--- config.mk ---
export PLATFORM = sky130hd
export DESIGN_NAME = capability_policy_table_top
export DESIGN_NICKNAME = d
export VERILOG_FILES = /design/src/hdl/cpt_pkg.sv /design/src/hdl/capability_policy_table_top.sv
export SDC_FILE = /design/constraint.sdc
export NUM_CORES = 2
export LEC_CHECK = 0
export BUFFER_PORTS_ARGS = -buffer_cell sky130_fd_sc_hd__buf_2
export CAP_MARGIN = 10
export CELL_PAD_IN_SITES_DETAIL_PLACEMENT = 0
export CELL_PAD_IN_SITES_GLOBAL_PLACEMENT = 1
export CORE_MARGIN = 2
export CORE_UTILIZATION = 57
export DETAILED_ROUTE_END_ITERATION = 7
export PLACE_DENSITY = 0.95
export RECOVER_POWER = 100
export REMOVE_ABC_BUFFERS = 1
export SETUP_SLACK_MARGIN = 0.05
export SLEW_MARGIN = 10
export SYNTH_ARGS = -nofsm -noshare
export SYNTH_HDL_FRONTEND = slang
export SYNTH_SLANG_ARGS = --single-unit
--- constraint.sdc ---
create_clock -name clk -period 16.32 [get_ports clk]
set_input_delay 0 -clock clk [delete_from_list [all_inputs] [get_ports clk]]
set_output_delay 0 -clock clk [all_outputs]
set_load 0.1 [all_outputs]
--- src/hdl/cpt_pkg.sv ---
// Shared constants and types for the capability policy table.
package cpt_pkg;

  localparam int TABLE_ENTRIES = 16;
  localparam int IDX_W = (TABLE_ENTRIES > 1) ? $clog2(TABLE_ENTRIES) : 1;
  localparam int CNT_W = $clog2(TABLE_ENTRIES + 1);

  localparam int KEY_W  = 16;
  localparam int CAPS_W = 64;
  localparam int FUNC_W = 2;
  localparam int STAT_W = 3;
  localparam int OCNT_W = 5;

  localparam int IN_DATA_W  = 88;
  localparam int OUT_DATA_W = 144;
  localparam int CFG_IDX_W  = 2;

  localparam logic [FUNC_W-1:0] FUNC_REGISTER = 2'd0;
  localparam logic [FUNC_W-1:0] FUNC_UPDATE   = 2'd1;
  localparam logic [FUNC_W-1:0] FUNC_EVALUATE = 2'd2;
  localparam logic [FUNC_W-1:0] FUNC_LOOKUP   = 2'd3;

  localparam logic [STAT_W-1:0] ST_OK    = 3'd0;
  localparam logic [STAT_W-1:0] ST_INVAL = 3'd1;
  localparam logic [STAT_W-1:0] ST_DUP   = 3'd2;
  localparam logic [STAT_W-1:0] ST_FULL  = 3'd3;
  localparam logic [STAT_W-1:0] ST_NODEV = 3'd4;

  localparam logic [CFG_IDX_W-1:0] CFG_VALID_CAPS = 2'd0;
  localparam logic [CFG_IDX_W-1:0] CFG_RISKY_CAPS = 2'd1;

  typedef struct packed {
    logic [KEY_W-1:0]  key;
    logic [CAPS_W-1:0] allowed;
    logic              gated;
  } entry_t;

  typedef struct packed {
    logic [FUNC_W-1:0] func;
    logic [KEY_W-1:0]  node_id;
    logic [CAPS_W-1:0] caps;
    logic              gate_on_health;
    logic              health_stable;
    logic              risky_io_ok;
  } req_t;

  // Clamp an entry count to the five-bit result field.
  function automatic logic [OCNT_W-1:0] sat_count(input logic [CNT_W-1:0] cnt);
    logic [31:0] wide;
    wide = 32'(cnt);
    return (wide > 32'd31) ? 5'd31 : wide[OCNT_W-1:0];
  endfunction

endpackage

--- src/hdl/capability_policy_table_top.sv ---
// Capability policy table: entry memory, scan sequencer and result register.
//
// Each request word goes through the scan, drain and execute states, in that order,
// from acceptance to the edge that loads its result word. This sequence is set by
// the single read port of the entry memory: the sequencer reads one entry a cycle,
// in slot order, and folds it into the key match, the lowest free slot and the
// active and risky counts; the drain state covers the registered read, and the
// execute state applies the operation, writes the memory and loads the result
// register. The sequencer then returns to idle, and only there can it accept the
// next request word, so a request word is accepted only after the previous one has
// been executed. The execute state waits while an earlier result word is still held
// by out_tready low. A new request word is accepted whenever
// the sequencer is idle, even while an earlier result word still waits on
// out_tready. The entry memory needs no clearing pass: per-slot valid bits in
// flip-flops are cleared by reset. Configuration words are always accepted
// (cfg_ready is high); indexes other than the two defined registers are ignored.
module capability_policy_table_top
  import cpt_pkg::*;
(
  input  logic                  clk,
  input  logic                  rst_n,
  // Request channel.
  input  logic                  in_tvalid,
  output logic                  in_tready,
  // in_tdata, low bit up: node_id[15:0], caps[79:16], gate_on_health[80],
  // health_stable[81], risky_io_ok[82], zero pad[87:83].
  input  logic [IN_DATA_W-1:0]  in_tdata,
  // in_tuser: func[1:0].
  input  logic [FUNC_W-1:0]     in_tuser,
  // Result channel.
  output logic                  out_tvalid,
  input  logic                  out_tready,
  // out_tdata, low bit up: status[2:0], permit[3], health_block[4],
  // grant_mask[68:5], entry_caps[132:69], entry_gate[133],
  // active_count[138:134], risky_count[143:139].
  output logic [OUT_DATA_W-1:0] out_tdata,
  // Configuration write channel.
  input  logic                  cfg_valid,
  output logic                  cfg_ready,
  input  logic [CFG_IDX_W-1:0]  cfg_index,
  input  logic [CAPS_W-1:0]     cfg_data
);

  localparam logic [1:0] S_IDLE  = 2'd0;
  localparam logic [1:0] S_SCAN  = 2'd1;
  localparam logic [1:0] S_DRAIN = 2'd2;
  localparam logic [1:0] S_EXEC  = 2'd3;

  localparam logic [IDX_W-1:0] LAST_IDX = IDX_W'(TABLE_ENTRIES - 1);

  logic [1:0]              state_r, state_nxt;
  logic [IDX_W-1:0]        addr_r;
  req_t                    req_r;
  logic [CAPS_W-1:0]       valid_mask_r, risky_mask_r;
  logic [TABLE_ENTRIES-1:0] valid_r;

  // Entry memory with a registered read port.
  entry_t                  mem [TABLE_ENTRIES];
  entry_t                  rd_data_r;
  logic                    rd_vld_r;
  logic                    rd_valid_bit_r;
  logic [IDX_W-1:0]        rd_idx_r;

  // Scan accumulators.
  logic                    found_r;
  logic [IDX_W-1:0]        hit_idx_r;
  logic [CAPS_W-1:0]       hit_allowed_r;
  logic                    hit_gated_r;
  logic                    free_found_r;
  logic [IDX_W-1:0]        free_idx_r;
  logic [CNT_W-1:0]        active_cnt_r;
  logic [CNT_W-1:0]        risky_cnt_r;

  logic                    out_tvalid_r;
  logic [OUT_DATA_W-1:0]   out_tdata_r;

  logic                    in_fire;
  logic                    exec_go;

  // Operation decode in the execute cycle.
  logic                    wr_en;
  logic [IDX_W-1:0]        wr_addr;
  entry_t                  wr_data;
  logic                    set_valid;
  logic [STAT_W-1:0]       status;
  logic                    permit, blocked;
  logic [CAPS_W-1:0]       granted, ecaps;
  logic                    egate;
  logic [CNT_W-1:0]        active_new, risky_new;
  logic                    inval, req_risky, old_risky;

  assign in_tready  = (state_r == S_IDLE);
  assign in_fire    = in_tvalid && in_tready;
  assign cfg_ready  = 1'b1;
  assign out_tvalid = out_tvalid_r;
  assign out_tdata  = out_tdata_r;
  assign exec_go    = (state_r == S_EXEC) && (!out_tvalid_r || out_tready);

  always_comb begin
    state_nxt = state_r;
    unique case (state_r)
      S_IDLE:  if (in_fire) state_nxt = S_SCAN;
      S_SCAN:  if (addr_r == LAST_IDX) state_nxt = S_DRAIN;
      S_DRAIN: state_nxt = S_EXEC;
      S_EXEC:  if (exec_go) state_nxt = S_IDLE;
      default: state_nxt = S_IDLE;
    endcase
  end

  always_comb begin
    inval      = (req_r.caps & ~valid_mask_r) != '0;
    req_risky  = (req_r.caps & risky_mask_r) != '0;
    old_risky  = (hit_allowed_r & risky_mask_r) != '0;
    wr_en      = 1'b0;
    wr_addr    = free_idx_r;
    wr_data    = '{key: req_r.node_id, allowed: req_r.caps, gated: req_r.gate_on_health};
    set_valid  = 1'b0;
    status     = ST_OK;
    permit     = 1'b0;
    blocked    = 1'b0;
    granted    = '0;
    ecaps      = '0;
    egate      = 1'b0;
    active_new = active_cnt_r;
    risky_new  = risky_cnt_r;
    unique case (req_r.func)
      FUNC_REGISTER: begin
        if (inval) begin
          status = ST_INVAL;
        end else if (found_r) begin
          status = ST_DUP;
        end else if (!free_found_r) begin
          status = ST_FULL;
        end else begin
          wr_en      = 1'b1;
          set_valid  = 1'b1;
          active_new = active_cnt_r + CNT_W'(1);
          risky_new  = risky_cnt_r + CNT_W'(req_risky);
        end
      end
      FUNC_UPDATE: begin
        if (inval) begin
          status = ST_INVAL;
        end else if (!found_r) begin
          status = ST_NODEV;
        end else begin
          wr_en     = 1'b1;
          wr_addr   = hit_idx_r;
          wr_data   = '{key: req_r.node_id, allowed: req_r.caps, gated: hit_gated_r};
          risky_new = risky_cnt_r - CNT_W'(old_risky) + CNT_W'(req_risky);
        end
      end
      FUNC_EVALUATE: begin
        if (!found_r) begin
          status = ST_NODEV;
        end else if ((req_r.caps & ~hit_allowed_r) != '0) begin
          permit = 1'b0;
        end else if (hit_gated_r && req_risky &&
                     !(req_r.health_stable && req_r.risky_io_ok)) begin
          blocked = 1'b1;
        end else begin
          permit  = 1'b1;
          granted = req_r.caps;
        end
      end
      FUNC_LOOKUP: begin
        if (!found_r) begin
          status = ST_NODEV;
        end else begin
          ecaps = hit_allowed_r;
          egate = hit_gated_r;
        end
      end
      default: status = ST_OK;
    endcase
  end

  // Memory: written only in the execute cycle, and read data is used only while
  // scanning, so a write never meets a read whose data counts.
  always_ff @(posedge clk) begin
    if (exec_go && wr_en) begin
      mem[wr_addr] <= wr_data;
    end
    rd_data_r      <= mem[addr_r];
    rd_valid_bit_r <= valid_r[addr_r];
    rd_idx_r       <= addr_r;
    if (in_fire) begin
      req_r <= '{func: in_tuser, node_id: in_tdata[15:0], caps: in_tdata[79:16],
                 gate_on_health: in_tdata[80], health_stable: in_tdata[81],
                 risky_io_ok: in_tdata[82]};
    end
    if (in_fire) begin
      hit_idx_r     <= '0;
      hit_allowed_r <= '0;
      hit_gated_r   <= 1'b0;
      free_idx_r    <= '0;
    end else if (rd_vld_r) begin
      if (rd_valid_bit_r && rd_data_r.key == req_r.node_id && !found_r) begin
        hit_idx_r     <= rd_idx_r;
        hit_allowed_r <= rd_data_r.allowed;
        hit_gated_r   <= rd_data_r.gated;
      end
      if (!rd_valid_bit_r && !free_found_r) begin
        free_idx_r <= rd_idx_r;
      end
    end
    if (exec_go) begin
      out_tdata_r <= {sat_count(risky_new), sat_count(active_new), egate, ecaps,
                      granted, blocked, permit, status};
    end
  end

  always_ff @(posedge clk) begin
    if (!rst_n) begin
      state_r      <= S_IDLE;
      addr_r       <= '0;
      rd_vld_r     <= 1'b0;
      valid_r      <= '0;
      valid_mask_r <= '1;
      risky_mask_r <= '0;
      found_r      <= 1'b0;
      free_found_r <= 1'b0;
      active_cnt_r <= '0;
      risky_cnt_r  <= '0;
      out_tvalid_r <= 1'b0;
    end else begin
      state_r  <= state_nxt;
      rd_vld_r <= (state_r == S_SCAN);
      if (cfg_valid && cfg_ready) begin
        if (cfg_index == CFG_VALID_CAPS) valid_mask_r <= cfg_data;
        if (cfg_index == CFG_RISKY_CAPS) risky_mask_r <= cfg_data;
      end
      if (in_fire) begin
        addr_r <= '0;
      end else if (state_r == S_SCAN && addr_r != LAST_IDX) begin
        addr_r <= addr_r + IDX_W'(1);
      end
      if (in_fire) begin
        found_r      <= 1'b0;
        free_found_r <= 1'b0;
        active_cnt_r <= '0;
        risky_cnt_r  <= '0;
      end else if (rd_vld_r) begin
        if (rd_valid_bit_r) begin
          active_cnt_r <= active_cnt_r + CNT_W'(1);
          if ((rd_data_r.allowed & risky_mask_r) != '0) begin
            risky_cnt_r <= risky_cnt_r + CNT_W'(1);
          end
          if (rd_data_r.key == req_r.node_id) found_r <= 1'b1;
        end else begin
          free_found_r <= 1'b1;
        end
      end
      if (exec_go && set_valid) begin
        valid_r[wr_addr] <= 1'b1;
      end
      if (exec_go) begin
        out_tvalid_r <= 1'b1;
      end else if (out_tready) begin
        out_tvalid_r <= 1'b0;
      end
    end
  end

endmodule

==> run_results.csv <==
group,metric,value,unit
yosys,netlist_area,69500,sq um
timing,setup_viol,0,
floorplan,initial_core_util,0.573,
yosys,yosysUniqueCellTypes,60,
clocking,cts_hold_buffers,250,
yosys,synth_edf_count,1525,
critical_path,critical_path_buf_inv_count,5,
floorplan,die_y,353,um
final_layout,nFillCells,7744,
critical_path,cp.arrival,11.07,ns
clocking,post-cts-setup-buffers,0,
final_layout,multi_input_area,16300,sq um
global_route,grt_pass1_vias,40400,
yosys,synth_seq_cells,1848,
place,post-place-cells,5611,
place,hpwl,115000,um
critical_path,cp_max_fo,45,
timing,relSlewSlack,-2.31,
floorplan,coreArea,121000,sq um
yosys,ys.warnings.count,0,
final_layout,layout.cells.non_filler,6188,
yosys,ys_seq_area_frac,0.752,
power,combPwrFrac,0.135,
clocking,clockBufferDepth,3,
final_layout,drive_gt1_frac,0.186,
final_layout,fin_nets,4590,
power,power.density,139,nW/um^2
critical_path,cp_top_family,"buffers and inverters",
route,wl_per_cell,33.3,um
clocking,post_cts_resized,0,
power,p_sw_frac,0.267,
timing,setup_tns,0,ns
critical_path,endpoint_kind,"flip-flop",
power,power.switching,0.00301,W
route,ant_nets,0,
clocking,clkLatencyLatePin,0.83,ns
clocking,cts_tree,"built",
critical_path,critPathMostFrequentCell,"clkbuf_1",
critical_path,critical_path_class,"reg2reg",
final_layout,area_growth,16.3,%
clocking,clk_pin_slew_worst_paths,0.07,ns
route,drt_pass1_iterations,6,
yosys,syn_inst,3759,
outcome,status,"complete, but fails checks",
power,p_clk_frac,0.359,
route,first_iter_violations,6719,
floorplan,die_area,125000,sq um
power,seq_power_share,0.506,
yosys,synth_flop_cell,"edfxtp_1",
floorplan,num_rows,128,
timing,fin_crit_sh,0.660,
critical_path,slowest_stage,"clkbuf_1",
timing,skew,0.0311,ns
floorplan,io-pin-count,308,
final_layout,layout.area.seq,52300,sq um
power,p_leak,25.7,nW
final_layout,layout_common_cells,"edfxtp_1 (1525), nand2_1 (436), mux4_2 (410)",
clocking,cts_root_buf,"clkbuf_16",
timing,tightest_slew,4.96,ns
yosys,async_flop_share,0,
global_route,grt.total_usage,0.332,
route,dr_total_vias,40800,
power,power,0.0112,W
global_route,grt_max_degree,121,
clocking,cts_buffers,174,
clocking,htreeDepth,4,
power,p_int,0.00824,W
critical_path,crit_path_max_incr_delay,3.27,ns
critical_path,cp_cell_sequence,"clkbuf_1 -> inv_1 -> o2111ai_1 -> nor4_1 -> nand4_1 -> clkbuf_1 -> nor2_1 -> mux2_1 -> nor2_4 -> clkbuf_1 -> clkbuf_1",
yosys,synth_area_per_cell,18.5,sq um
floorplan,fp.dieW,353,um
timing,max_freq,92.8,MHz
critical_path,critical_path_required,16.62,ns
outcome,violations,"max-capacitance violations, max-slew violations",
timing,hold_viol,0,
power,ir_drop,0.124,mV
route,viasPerCell,6.59,
global_route,antenna_found_initial,7,
worst_hold_path,holdCritPathClass,"in2reg",
global_route,grt_pass1_wl,293000,um
route,wirelength,206000,um
clocking,clock-sinks,1848,
global_route,gr-total-overflow,0,
place,place_congestion,1.01,
route,drc_errors,0,
flow_run,cap_violations,48,
timing,rsz0062_at_grt,"false",
timing,fin_crit,10.78,ns
timing,slew_violations,2053,
final_layout,final_common_cell,"edfxtp_1",
critical_path,critPathLaunchType,"flip-flop",
place,portBuffers,301,
power groups by stage:
stage	logic (W)	clock network, W	registers, W
finish	0.00152	0.00404	0.00569
global route	0.00158	0.00422	0.00570
CTS	0.00152	0.00404	0.00566
detailed placement	0.00145	0	0.00575
global placement	0.00141	0	0.00574
floorplan	0.000965	0	0.00610
per-stage QoR:
stage	hold WS, ns	instance area, sq um	util	setup WS, ns
2_1_floorplan	0.0718	68800	-	1.15
3_3_place_gp	0.177	73300	0.604	11.17
3_5_place_dp	0.178	73300	0.604	11.16
4_1_cts	0.00410	81500	0.671	11.10
5_1_grt	0.0276	80900	0.666	5.57
6_report	0.0448	80900	0.666	5.54
cell usage after synthesis, types with 2 or more instances:
cell	count	area share
or4_1	3	0.00032
a21boi_0	64	0.0069
ha_1	16	0.0029
and3_1	3	0.00027
xor2_1	13	0.0016
nand2_1	436	0.024
o31ai_1	2	0.00022
nand2b_1	59	0.0053
mux4_2	410	0.13
a21oi_1	91	0.0066
buf_1	33	0.0018
nor3_1	14	0.0010
mux2i_1	11	0.0016
nor4_1	8	0.00072
nor3b_1	2	0.00022
or3_1	2	0.00018
nand3_1	72	0.0052
nand4_1	23	0.0021
o22ai_1	18	0.0016
clkbuf_1	125	0.0067
a22o_1	48	0.0060
a31oi_1	3	0.00027
o2111ai_1	18	0.0023
nor2_1	61	0.0033
inv_1	71	0.0038
mux2_2	3	0.00049
xnor2_1	20	0.0025
and2_1	132	0.012
buf_2	21	0.0015
o21ai_1	8	0.00058
o21ba_2	3	0.00043
dfxtp_1	323	0.093
or2_2	2	0.00018
nor2b_1	10	0.00090
edfxtp_1	1525	0.66
o32a_1	2	0.00029
a221oi_1	58	0.0073
o21ai_0	16	0.0012
a21o_1	3	0.00032
buf_4	7	0.00076
metal layers:
layer  wire (um)  vias to the layer above  part of all wire  global-route usage
li1            -                    16100                 -                   -
met1       71000                    20600              0.34               0.442
met2       96300                     3397              0.47               0.513
met3       27800                      638              0.13              0.0964
met4       10900                       10             0.053               0.151
met5          82                        -           0.00040             0.00264
registers in the layout, summed over array words and instances (netlist names), 2 cells and up:
signal	cells
active_cnt_r	5
rd_data_r	81
risky_mask_r	64
state_r	2
addr_r	4
valid_mask_r	64
hit_idx_r	4
rd_idx_r	4
valid_r	16
out_tdata	144
mem	1296
free_idx_r	4
req_r	85
risky_cnt_r	5
hit_allowed_r	64
worst reg2reg max path, cell delays in order (launching register included):
cell       delay, ns
edfxtp_1        0.36
clkbuf_1        0.87
inv_1           0.36
o2111ai_1       0.40
nor4_1          0.15
nand4_1         0.12
clkbuf_1        0.91
nor2_1          0.52
mux2_1          0.63
nor2_4          0.16
clkbuf_1        2.37
clkbuf_1        3.31
layout make-up:
type                    instances  area share
flip-flops and latches       1848       0.646
multi-input cells            1654       0.202
well taps                    1625      0.0251
inverters                      71     0.00330
repair buffers                663      0.0534
clock inverters                93      0.0116
diodes                          1   0.0000309
clock buffers                 233      0.0582
path summary, 6_finish.rpt:
path                      from          endpoint  slack [ns]  cells after the start
setup / recovery     req_r[42]        mem[15][7]        5.54                     11
setup reg to reg     req_r[42]        mem[15][7]        5.54                     11
hold reg to reg    valid_r[12]       valid_r[12]        0.45                      2
hold / removal    cfg_data[58]  risky_mask_r[58]        0.04                      4
logic make-up (layout without fill, tap and decap cells):
| logic type | Yosys count | count (layout) | share of synthesized area |
|---|---|---|---|
| buf+inv | 257 | 1060 | 0.0146 |
| fa+ha+maj | 17 | 17 | 0.00317 |
| xor+xnor | 33 | 33 | 0.00416 |
| compound gates | 343 | 343 | 0.0350 |
| mux | 424 | 424 | 0.135 |
| flops | 1848 | 1848 | 0.752 |
| other cells | 1 | 2 | 0.0000539 |
| simple gates | 836 | 836 | 0.0563 |
Power figures use the tool's default switching activity.
